$ cat config.mk
export PLATFORM = sky130hd
export DESIGN_NAME = rgb_to_framebuffer_pixel_packer_top
export DESIGN_NICKNAME = d
export VERILOG_FILES = /design/src/rtl/rgbfb_pkg.sv /design/src/rtl/rgb_to_framebuffer_pixel_packer_top.sv
export VERILOG_INCLUDE_DIRS = /design/src /design/src/rtl
export SDC_FILE = /design/constraint.sdc
export NUM_CORES = 2
export LEC_CHECK = 0
export ABC_CLOCK_PERIOD_IN_PS = 8910
export BUFFER_PORTS_ARGS = -buffer_cell sky130_fd_sc_hd__buf_4
export CAP_MARGIN = 20
export CORE_MARGIN = 1
export CORE_UTILIZATION = 59
export DETAILED_ROUTE_END_ITERATION = 8
export PLACE_DENSITY = 0.78
export RECOVER_POWER = 100
export SYNTH_ARGS = -nofsm -noshare
export SYNTH_HDL_FRONTEND = slang
export SYNTH_SLANG_ARGS = --single-unit
$ cat constraint.sdc
create_clock -name clk -period 8.91 [get_ports clk]
set_input_delay 1.782 -clock clk [delete_from_list [all_inputs] [get_ports clk]]
set_output_delay 1.782 -clock clk [all_outputs]
set_load 0.01 [all_outputs]
$ cat src/rtl/rgb_to_framebuffer_pixel_packer_top_defines.svh
// ---------------------------------------------------------------------------
// rgb_to_framebuffer_pixel_packer_top_defines.svh
// Assertion macros shared by the pixel packer RTL.
// ---------------------------------------------------------------------------
`ifndef RGB_TO_FRAMEBUFFER_PIXEL_PACKER_TOP_DEFINES_SVH
`define RGB_TO_FRAMEBUFFER_PIXEL_PACKER_TOP_DEFINES_SVH

`ifndef SYNTH
// Same-cycle implication, checked out of reset
`define RFP_ASSERT_IMPL(lbl, clk, rst, ante, cons) \
  lbl: assert property (@(posedge clk) disable iff (rst) (ante) |-> (cons)) \
    else $error("pixel packer: implication check failed");
// Next-cycle implication, checked out of reset
`define RFP_ASSERT_NEXT(lbl, clk, rst, ante, cons) \
  lbl: assert property (@(posedge clk) disable iff (rst) (ante) |=> (cons)) \
    else $error("pixel packer: next-cycle check failed");
`else
`define RFP_ASSERT_IMPL(lbl, clk, rst, ante, cons)
`define RFP_ASSERT_NEXT(lbl, clk, rst, ante, cons)
`endif

`endif

$ cat src/rtl/rgbfb_pkg.sv
// ---------------------------------------------------------------------------
// rgbfb_pkg
// Types, register codes and helpers for the RGB framebuffer pixel packer.
// ---------------------------------------------------------------------------
package rgbfb_pkg;

  localparam int LEVEL_W   = 8;
  localparam int WORD_W    = 32;
  localparam int CNT_W     = 6;   // bit count of a 32-bit mask, 0..32
  localparam int RANK_W    = 5;   // index of a bit within the scaled value
  localparam int CFG_IDX_W = 3;
  localparam int NUM_CHAN  = 3;
  localparam int RECIP_W   = 25;
  localparam int PROD_W    = WORD_W + RECIP_W;
  localparam int QUOT_W    = RECIP_W;

  // Largest mask bit count that takes the divide-by-255 scaling
  localparam logic [CNT_W-1:0] SCALE_MAX_BITS = CNT_W'(24);
  // floor((2^32 - 1) / 255); x * RECIP >> 32 is x/255 or one below
  localparam logic [RECIP_W-1:0] RECIP = RECIP_W'(32'h0101_0101);
  localparam logic [WORD_W-1:0] FULL_LEVEL = WORD_W'(255);

  // Channel slots
  localparam int CH_RED   = 0;
  localparam int CH_GREEN = 1;
  localparam int CH_BLUE  = 2;

  typedef enum logic [1:0] {
    FMT_BGR  = 2'd0,
    FMT_RGB  = 2'd1,
    FMT_MASK = 2'd2,
    FMT_NONE = 2'd3
  } pix_fmt_t;

  typedef enum logic [CFG_IDX_W-1:0] {
    CFG_READY      = 3'd0,
    CFG_FORMAT     = 3'd1,
    CFG_RED_MASK   = 3'd2,
    CFG_GREEN_MASK = 3'd3,
    CFG_BLUE_MASK  = 3'd4
  } cfg_reg_t;

  // Population count as eight nibble counts and a short sum
  function automatic logic [CNT_W-1:0] bit_count(input logic [WORD_W-1:0] m);
    logic [CNT_W-1:0] total;
    logic [2:0]       nib;
    total = '0;
    for (int k = 0; k < WORD_W / 4; k++) begin
      nib = {2'b0, m[4*k]} + {2'b0, m[4*k+1]} + {2'b0, m[4*k+2]} + {2'b0, m[4*k+3]};
      total = total + CNT_W'(nib);
    end
    return total;
  endfunction

endpackage

$ cat src/rtl/rgb_to_framebuffer_pixel_packer_top.sv
// ---------------------------------------------------------------------------
// rgb_to_framebuffer_pixel_packer_top
// Packs an 8-bit R/G/B triple into a 32-bit framebuffer pixel word.
// ---------------------------------------------------------------------------
// Usage:
//   Input channel: red_level/green_level/blue_level with in_valid; a word is
//   taken at a clock edge with in_valid high and in_stall low.
//   Output channel: pixel_word with out_valid; taken when out_stall is low.
//   Configuration: cfg_write with cfg_index/cfg_data writes one register
//   (0 ready, 1 format, 2..4 red/green/blue masks). Write only while idle.
//   Path: input register, three work stages, output register. Throughput:
//   one word per clock while out_stall is low.
//   Stages: (v << n) - v, reciprocal multiply by 1/255, quotient correction
//   or wide shift, then bit deposit and format select.
//   Bit counts and deposit ranks of the masks are kept in registers that
//   follow the mask registers each cycle.
//   Reset clears config and valid bits to 0 (display not ready, every pixel 0) and
//   empties the pipeline. When out_stall is high the held word stays put and
//   stages fill up behind it; in_stall rises only once every stage is full.
// ---------------------------------------------------------------------------
`include "rgb_to_framebuffer_pixel_packer_top_defines.svh"

module rgb_to_framebuffer_pixel_packer_top
  import rgbfb_pkg::*;
(
  input  logic                 clk,
  input  logic                 rst,
  // configuration
  input  logic                 cfg_write,
  input  logic [CFG_IDX_W-1:0] cfg_index,
  input  logic [WORD_W-1:0]    cfg_data,
  // input channel
  input  logic                 in_valid,
  output logic                 in_stall,
  input  logic [LEVEL_W-1:0]   red_level,
  input  logic [LEVEL_W-1:0]   green_level,
  input  logic [LEVEL_W-1:0]   blue_level,
  // output channel
  output logic                 out_valid,
  input  logic                 out_stall,
  output logic [WORD_W-1:0]    pixel_word
);

  // Configuration registers
  logic                display_ready;
  pix_fmt_t            pixel_format;
  logic [WORD_W-1:0]   chan_mask [NUM_CHAN];

  // Mask-derived registers, following the masks every cycle
  logic [CNT_W-1:0]    mask_count [NUM_CHAN];
  logic [RANK_W-1:0]   mask_rank  [NUM_CHAN][WORD_W];

  // Pipeline registers
  logic                v1, v2, v3, v4;
  logic [LEVEL_W-1:0]  s1_level [NUM_CHAN];
  logic [LEVEL_W-1:0]  s2_level [NUM_CHAN];
  logic [LEVEL_W-1:0]  s3_level [NUM_CHAN];
  logic [LEVEL_W-1:0]  s4_level [NUM_CHAN];
  logic [WORD_W-1:0]   s2_prod  [NUM_CHAN];   // (v << n) - v
  logic [WORD_W-1:0]   s3_prod  [NUM_CHAN];
  logic [QUOT_W-1:0]   s3_quot  [NUM_CHAN];   // estimate of x / 255
  logic [WORD_W-1:0]   s4_scaled [NUM_CHAN];

  // Stage enables
  logic                en1, en2, en3, en4, en_out;

  // Stage logic
  logic [WORD_W-1:0]   x_next     [NUM_CHAN];
  logic [PROD_W-1:0]   recip_prod [NUM_CHAN];
  logic [WORD_W-1:0]   q255       [NUM_CHAN];
  logic [WORD_W-1:0]   rem_est    [NUM_CHAN];
  logic [QUOT_W-1:0]   quot_fix   [NUM_CHAN];
  logic [WORD_W-1:0]   wide_val   [NUM_CHAN];
  logic [WORD_W-1:0]   scaled_next [NUM_CHAN];
  logic [WORD_W-1:0]   deposit    [NUM_CHAN];
  logic [WORD_W-1:0]   word_next;

  // Handshake: a stage loads when empty or when the next one loads
  assign en_out   = !out_valid || !out_stall;
  assign en4      = !v4 || en_out;
  assign en3      = !v3 || en4;
  assign en2      = !v2 || en3;
  assign en1      = !v1 || en2;
  assign in_stall = !en1;

  // Configuration write port
  always_ff @(posedge clk) begin
    if (rst) begin
      display_ready <= 1'b0;
      pixel_format  <= FMT_BGR;
      for (int c = 0; c < NUM_CHAN; c++) chan_mask[c] <= '0;
    end else if (cfg_write) begin
      unique case (cfg_index)
        CFG_READY:      display_ready        <= cfg_data[0];
        CFG_FORMAT:     pixel_format         <= pix_fmt_t'(cfg_data[1:0]);
        CFG_RED_MASK:   chan_mask[CH_RED]    <= cfg_data;
        CFG_GREEN_MASK: chan_mask[CH_GREEN]  <= cfg_data;
        CFG_BLUE_MASK:  chan_mask[CH_BLUE]   <= cfg_data;
        default: ;
      endcase
    end
  end

  // Mask bit counts and per-position deposit ranks
  always_ff @(posedge clk) begin
    for (int c = 0; c < NUM_CHAN; c++) begin
      mask_count[c] <= bit_count(chan_mask[c]);
      for (int i = 0; i < WORD_W; i++) begin
        mask_rank[c][i] <= RANK_W'(bit_count(chan_mask[c] &
                                             ((WORD_W'(1) << i) - WORD_W'(1))));
      end
    end
  end

  // Datapath per channel
  always_comb begin
    for (int c = 0; c < NUM_CHAN; c++) begin
      // v * (2^n - 1), exact for n up to 24
      x_next[c] = ({{(WORD_W-LEVEL_W){1'b0}}, s1_level[c]} << mask_count[c])
                - {{(WORD_W-LEVEL_W){1'b0}}, s1_level[c]};
      // reciprocal multiply
      recip_prod[c] = PROD_W'(s2_prod[c]) * PROD_W'(RECIP);
      // one correction step brings the estimate to floor(x / 255)
      q255[c]     = (WORD_W'(s3_quot[c]) << LEVEL_W) - WORD_W'(s3_quot[c]);
      rem_est[c]  = s3_prod[c] - q255[c];
      quot_fix[c] = s3_quot[c] + QUOT_W'(rem_est[c] >= FULL_LEVEL);
      // more than 24 mask bits: plain left shift
      wide_val[c] = {{(WORD_W-LEVEL_W){1'b0}}, s3_level[c]}
                    << (mask_count[c] - CNT_W'(LEVEL_W));
      scaled_next[c] = (mask_count[c] > SCALE_MAX_BITS) ? wide_val[c]
                                                        : WORD_W'(quot_fix[c]);
      // scatter scaled bits into the set mask positions
      for (int i = 0; i < WORD_W; i++) begin
        deposit[c][i] = chan_mask[c][i] & s4_scaled[c][mask_rank[c][i]];
      end
    end
  end

  // Output format select
  always_comb begin
    word_next = '0;
    if (display_ready) begin
      unique case (pixel_format)
        FMT_BGR:  word_next = {8'b0, s4_level[CH_BLUE], s4_level[CH_GREEN],
                               s4_level[CH_RED]};
        FMT_RGB:  word_next = {8'b0, s4_level[CH_RED], s4_level[CH_GREEN],
                               s4_level[CH_BLUE]};
        FMT_MASK: word_next = deposit[CH_RED] | deposit[CH_GREEN] | deposit[CH_BLUE];
        FMT_NONE: word_next = '0;
      endcase
    end
  end

  // Valid bits
  always_ff @(posedge clk) begin
    if (rst) begin
      v1        <= 1'b0;
      v2        <= 1'b0;
      v3        <= 1'b0;
      v4        <= 1'b0;
      out_valid <= 1'b0;
    end else begin
      if (en1)    v1        <= in_valid;
      if (en2)    v2        <= v1;
      if (en3)    v3        <= v2;
      if (en4)    v4        <= v3;
      if (en_out) out_valid <= v4;
    end
  end

  // Payload registers
  always_ff @(posedge clk) begin
    if (en1) begin
      s1_level[CH_RED]   <= red_level;
      s1_level[CH_GREEN] <= green_level;
      s1_level[CH_BLUE]  <= blue_level;
    end
    for (int c = 0; c < NUM_CHAN; c++) begin
      if (en2) begin
        s2_level[c] <= s1_level[c];
        s2_prod[c]  <= x_next[c];
      end
      if (en3) begin
        s3_level[c] <= s2_level[c];
        s3_prod[c]  <= s2_prod[c];
        s3_quot[c]  <= recip_prod[c][PROD_W-1:WORD_W];
      end
      if (en4) begin
        s4_level[c]  <= s3_level[c];
        s4_scaled[c] <= scaled_next[c];
      end
    end
    if (en_out) pixel_word <= word_next;
  end

  // Checks
  `RFP_ASSERT_IMPL(a_not_ready_zero, clk, rst, out_valid && !display_ready, pixel_word == '0)
  `RFP_ASSERT_IMPL(a_unsup_zero, clk, rst, out_valid && pixel_format == FMT_NONE, pixel_word == '0)
  `RFP_ASSERT_IMPL(a_byte_top_zero, clk, rst, out_valid && (pixel_format == FMT_BGR || pixel_format == FMT_RGB), pixel_word[31:24] == 8'b0)
  `RFP_ASSERT_IMPL(a_quot_est, clk, rst, v3, (mask_count[0] > SCALE_MAX_BITS || rem_est[0] < 2 * FULL_LEVEL) && (mask_count[1] > SCALE_MAX_BITS || rem_est[1] < 2 * FULL_LEVEL) && (mask_count[2] > SCALE_MAX_BITS || rem_est[2] < 2 * FULL_LEVEL))
  `RFP_ASSERT_NEXT(a_drain, clk, rst, v4 && en_out, out_valid)

endmodule
-- Word-level counts from Yosys, hierarchy flattened
Memory sizes are Yosys's and may differ from the RTL's.
Cells that the tools add are included.
- bits in registers: 40
- bits in writable memories: 993
- memories kept: 11
- bits of input ports: 64
- output and inout bits: 34
- memory list (name ; depth ; bits a word ; read ports ; clocked after memory_dff ; wr ports ; RTL line ; source):
    mask_rank ; 3 ; 140 ; 3 ; 0 ; 3 ; rgb_to_framebuffer_pixel_packer_top.sv:51 ; logic [RANK_W-1:0] mask_rank [NUM_CHAN][WORD_W];
    chan_mask ; 3 ; 32 ; 3 ; 0 ; 3 ; rgb_to_framebuffer_pixel_packer_top.sv:47 ; logic [WORD_W-1:0] chan_mask [NUM_CHAN];
    s2_prod ; 3 ; 32 ; 3 ; 0 ; 3 ; rgb_to_framebuffer_pixel_packer_top.sv:59 ; logic [WORD_W-1:0] s2_prod [NUM_CHAN];
    s3_prod ; 3 ; 32 ; 3 ; 0 ; 3 ; rgb_to_framebuffer_pixel_packer_top.sv:60 ; logic [WORD_W-1:0] s3_prod [NUM_CHAN];
    s4_scaled ; 3 ; 32 ; 3 ; 0 ; 3 ; rgb_to_framebuffer_pixel_packer_top.sv:62 ; logic [WORD_W-1:0] s4_scaled [NUM_CHAN];
    s3_quot ; 3 ; 25 ; 3 ; 0 ; 3 ; rgb_to_framebuffer_pixel_packer_top.sv:61 ; logic [QUOT_W-1:0] s3_quot [NUM_CHAN];
    +5 memories ; n/a ; n/a ; n/a ; n/a ; n/a ; n/a ;
- bitwise gates (word level): 101
- multiplexer cells: 221
- $lt $le $gt $ge: 102
- equality and inequality tests: 7
- multiply operators: 3
- reduce and logical (&&, ||, !) cells: 16
- $add $sub $neg: 171
- shifts and indexed selects: 6
- operators with widths (kind ; number):
    less-than comparator 5 x 6 -> 1 bit, second input constant ; 93
    binary-select mux 1 bit (select 5 bit) ; 96
    2-to-1 mux 32 bit ; 6
    left shift 8 x 6 -> 32 bit ; 6
    multiplier 32 x 25 -> 57 bit, second input constant ; 3
    adder 5 x 3 -> 5 bit ; 29
    one-hot mux 32 bit (4 select lines) ; 1
    2-to-1 mux 1 bit ; 118
    AND 1 bit ; 96
    greater-or-equal comparator 32 x 8 -> 1 bit, second input constant ; 3
    subtractor 32 x 25 -> 32 bit ; 3
    subtractor 32 bit ; 3
    subtractor 32 x 8 -> 32 bit ; 3
    adder 3 x 1 -> 3 bit ; 31
    adder 5 x 1 -> 5 bit ; 17
    adder 25 x 1 -> 25 bit ; 3
    adder 6 x 3 -> 6 bit ; 12
    bitwise OR 32 bit ; 2
    adder 2 x 1 -> 3 bit ; 17
    adder 1 x 1 -> 2 bit ; 24
    adder 3 x 3 -> 4 bit ; 9
    adder 4 x 3 -> 5 bit ; 5
    adder 5 x 2 -> 5 bit ; 5
    adder 5 x 3 -> 6 bit ; 3
    16 further kinds ; 39

-- Longest topological paths before layout
An unclocked memory read counts as a cell.
- depth after elaboration: 11
- depth in mapped cells: 30
- mapped depth without buffers: 30

-- Least setup slack after synthesis
No wires, ideal clock.
- path type: flip-flop to flip-flop
- from: memory chan_mask[2][0], in the netlist chan_mask[0][64]
- to: memory mask_count[2][5], in the netlist mask_count[0][17]
- path slack: 0.608 ns
- arrival: 8.230 ns
- required time: 8.838 ns
- setup time: 0.072 ns
- cell stages (with the launch flop): 31
- cell sequence: edfxtp_1 > fa_1 > ha_1 > fa_1 > buf_1 > xnor2_1 > ha_1 > a21oi_1 > xnor2_1 > ha_1 > xnor2_1 > inv_1 > ha_1 > xnor2_1 > inv_1 > ha_1 > xnor2_1 > inv_1 > ha_1 > xnor2_1 > inv_1 > ha_1 > xnor2_1 > inv_1 > ha_1 > a21oi_1 > inv_1 > a21boi_0 > o22ai_1 > mux2i_1 > xor2_1
- RTL lines (item ; RTL line ; source):
    from (decl) ; rgb_to_framebuffer_pixel_packer_top.sv:47 ;
    to (decl) ; rgb_to_framebuffer_pixel_packer_top.sv:50 ; logic [CNT_W-1:0] mask_count [NUM_CHAN];

==> flow_summary_export.csv <==
group,metric,value,unit
sta,setup_viol,0,
synth,synth-seq-area-share,31.2,%
cells_and_area,regArea,0.0266,mm^2
critical_path,slowest_stage,"fa_1",
synth,yosysUniqueCellTypes,100,
min_path,hp-class,"flip-flop to flip-flop",
clock_network,clockBufferDepth,3,
cells_and_area,final_nets,8385,
placed_design,routabilityCongestion,0.976,
synth,synth.ff_latch_count,1033,
critical_path,startpoint_type,"flip-flop",
floorplanning,fp-row-count,139,
route,final_antenna_net_count,0,
global_routing,first_global_vias,62657,
synth,ys.flop_type,"edfxtp_1",
floorplanning,core,0.143,mm^2
synth,synth_cells,7264,
sta,slew_headroom,-190,%
floorplanning,die_height,382,um
cells_and_area,stdcell_area,0.0912,mm^2
global_routing,antenna_found_initial,8,
floorplanning,ioPinCount,98,
critical_path,cp.required,9600,ps
global_routing,track_usage,34.7,%
clock_network,cts_setup_buffers,0,
critical_path,worstSetupEndpointType,"flip-flop",
clock_network,cts_max_level,3,
clock_network,clockRootBuffer,"clkbuf_16",
route,dr.pass1.iters,9,
sta,min_period_over_period,93.9,%
cells_and_area,multiInputGateArea,0.0533,mm^2
clock_network,cts_tree,"yes",
placed_design,place_hpwl,180000,um
synth,synth_edf_count,587,
global_routing,grt_max_degree,81,
synth,ys_async_sr_fraction,0,%
floorplanning,initial_core_util,59.3,%
placed_design,dpl_cell_area,0.0873,mm^2
critical_path,crit_arrival,9060,ps
clock_network,clk_pin_slew,70,ps
cells_and_area,instances_no_fill,9140,
placed_design,dp.cells,8906,
sta,setup_tns,0,ps
route,num_vias,62433,
route,wl,255000,um
clock_network,cts_hold_buf,0,
sta,hold_viol_final,0,
clock_network,cts_buffers,113,
route,drtIter0Drc,7749,
route,drt_drc_violations_left,0,
route,viasPerCell,6.83,
cells_and_area,final_core_util,63.6,%
global_routing,grt_overflow,0,
critical_path,cp_max_fo,8,
global_routing,grt_pass1_wl,382000,um
sta,rsz0062_at_grt,"no",
placed_design,portBuffers,97,
cells_and_area,layout_commonest_cell,"ha_1",
critical_path,slowest_delay,550,ps
cells_and_area,area.growth.synth_to_final,7.14,%
cells_and_area,final.fill_count,10584,
sta,worst_pin_slew,4350,ps
sta,fin_skew,102,ps
outcome,status,"complete, but fails checks",
critical_path,crit_top_cell,"ha_1",
clock_network,insertion_delay,800,ps
floorplanning,fp.dieArea,0.146,mm^2
synth,synth.avg_cell_area,11.7,um^2
floorplanning,fp.dieW,382,um
sta,fmax,120,MHz
cells_and_area,final_layout_size_suffix_gt1_share,17.2,%
synth,synth_fp_nets,8517,
sta,layout_min_cycle_time,8360,ps
clock_network,cts_sinks,1033,
outcome,violations,"max-capacitance violations, max-slew violations",
critical_path,path_class,"flip-flop to flip-flop",
synth,synth_area,0.0852,mm^2
sta,final_max_slew_viol_count,640,
route,wl_per_cell,27.9,um
run,cap_viol_max_count,15,
synth,yosys_warnings,0,
cells_and_area,mostFrequentLayoutCells,"ha_1 (945), inv_1 (862), mux4_2 (781)",
[critical path, delay by kind of cell, from the launching register on]
kind            cells  cell delay (ps)
buf+inv             9             1250
flops               1              480
xor+xnor            7             1780
fa+ha+maj          10             3840
compound gates      4              880
[routing by layer]
layer | global-route usage [%] | wire (um) | up-vias
met5 | 0.562 | 186 | -
met4 | 17.6 | 15100 | 14
met3 | 10.4 | 35200 | 1016
met2 | 52.5 | 112000 | 4504
met1 | 45.2 | 92600 | 30299
li1 | - | - | 26600
[synthesized netlist by cell type (31+ instances only)]
master | n | share of area [%]
ha_1 | 945 | 14
o22ai_1 | 92 | 0.68
o21ai_0 | 163 | 0.96
and2_1 | 63 | 0.46
clkbuf_1 | 433 | 1.9
mux2_2 | 102 | 1.3
xnor2_1 | 322 | 3.3
o21a_1 | 38 | 0.34
nand2b_1 | 65 | 0.48
nor3_1 | 83 | 0.49
a211oi_1 | 31 | 0.27
edfxtp_1 | 587 | 21
mux2i_1 | 70 | 0.82
a21oi_1 | 308 | 1.8
xor2_1 | 116 | 1.2
nor2_1 | 352 | 1.6
nand2_1 | 276 | 1.2
dfxtp_1 | 446 | 10
fa_1 | 244 | 5.7
nand4_1 | 45 | 0.33
a222oi_1 | 32 | 0.38
a21o_1 | 121 | 1.1
inv_1 | 859 | 3.8
nand3_1 | 103 | 0.61
nor2b_1 | 70 | 0.51
and3_1 | 42 | 0.31
mux4_2 | 781 | 21
[path summary, 6_finish.rpt]
| check | from | to | slack [ps] | cells after the start |
|---|---|---|---|---|
| worst max-delay path | chan_mask[0][32] | mask_count[0][11] | 550 | 30 |
| worst min-delay path | s2_level[0][22] | s3_level[0][22] | 380 | 0 |
| worst min register to register | s2_level[0][22] | s3_level[0][22] | 380 | 0 |
| worst max register to register | chan_mask[0][32] | mask_count[0][11] | 550 | 30 |
[logic make-up after synthesis]
| group | count (synthesis) | share of synthesized area, % |
|---|---|---|
| simple gates | 1225 | 7.00 |
| xor+xnor | 460 | 5.12 |
| compound gates | 1069 | 8.28 |
| mux | 954 | 22.8 |
| flops | 1033 | 31.2 |
| buf+inv | 1328 | 5.87 |
| fa+ha+maj | 1195 | 19.7 |
[stage by stage]
stage	worst slack (ps)	hold slack (ps)
6_report	546	383
5_1_grt	37.6	394
4_1_cts	286	384
3_5_place_dp	447	405
3_3_place_gp	622	402
2_1_floorplan	608	400
[cell type report]
type                            instances  share of cell area (%)
Multi-Input combinational cell       4903                    58.4
Sequential cell                      1033                    29.1
Inverter                              867                    3.57
Clock buffer                          139                    3.44
Tap cell                             1903                    2.61
Timing Repair Buffer                  214                    1.74
Clock inverter                         77                    1.15
Antenna cell                            4                  0.0110
[sequential cells by signal (all words and copies together) (netlist names)]
register	flops
mask_rank	420
chan_mask	96
s2_prod	96
s3_prod	96
s4_scaled	96
s3_quot	75
pixel_word	32
s1_level	24
s2_level	24
s3_level	24
s4_level	24
mask_count	18
pixel_format	2
display_ready	1
out_valid	1
v1	1
v2	1
v3	1
v4	1
[repair_timing]
item,in CTS,in global routing
hold endpoints to repair,0,0
endpoints found under the setup margin,0,6
resized for setup,0,3
Power is left out: the tool's default activity adds up to more than one toggle a clock period on the data nets, which glitch-free logic cannot reach.
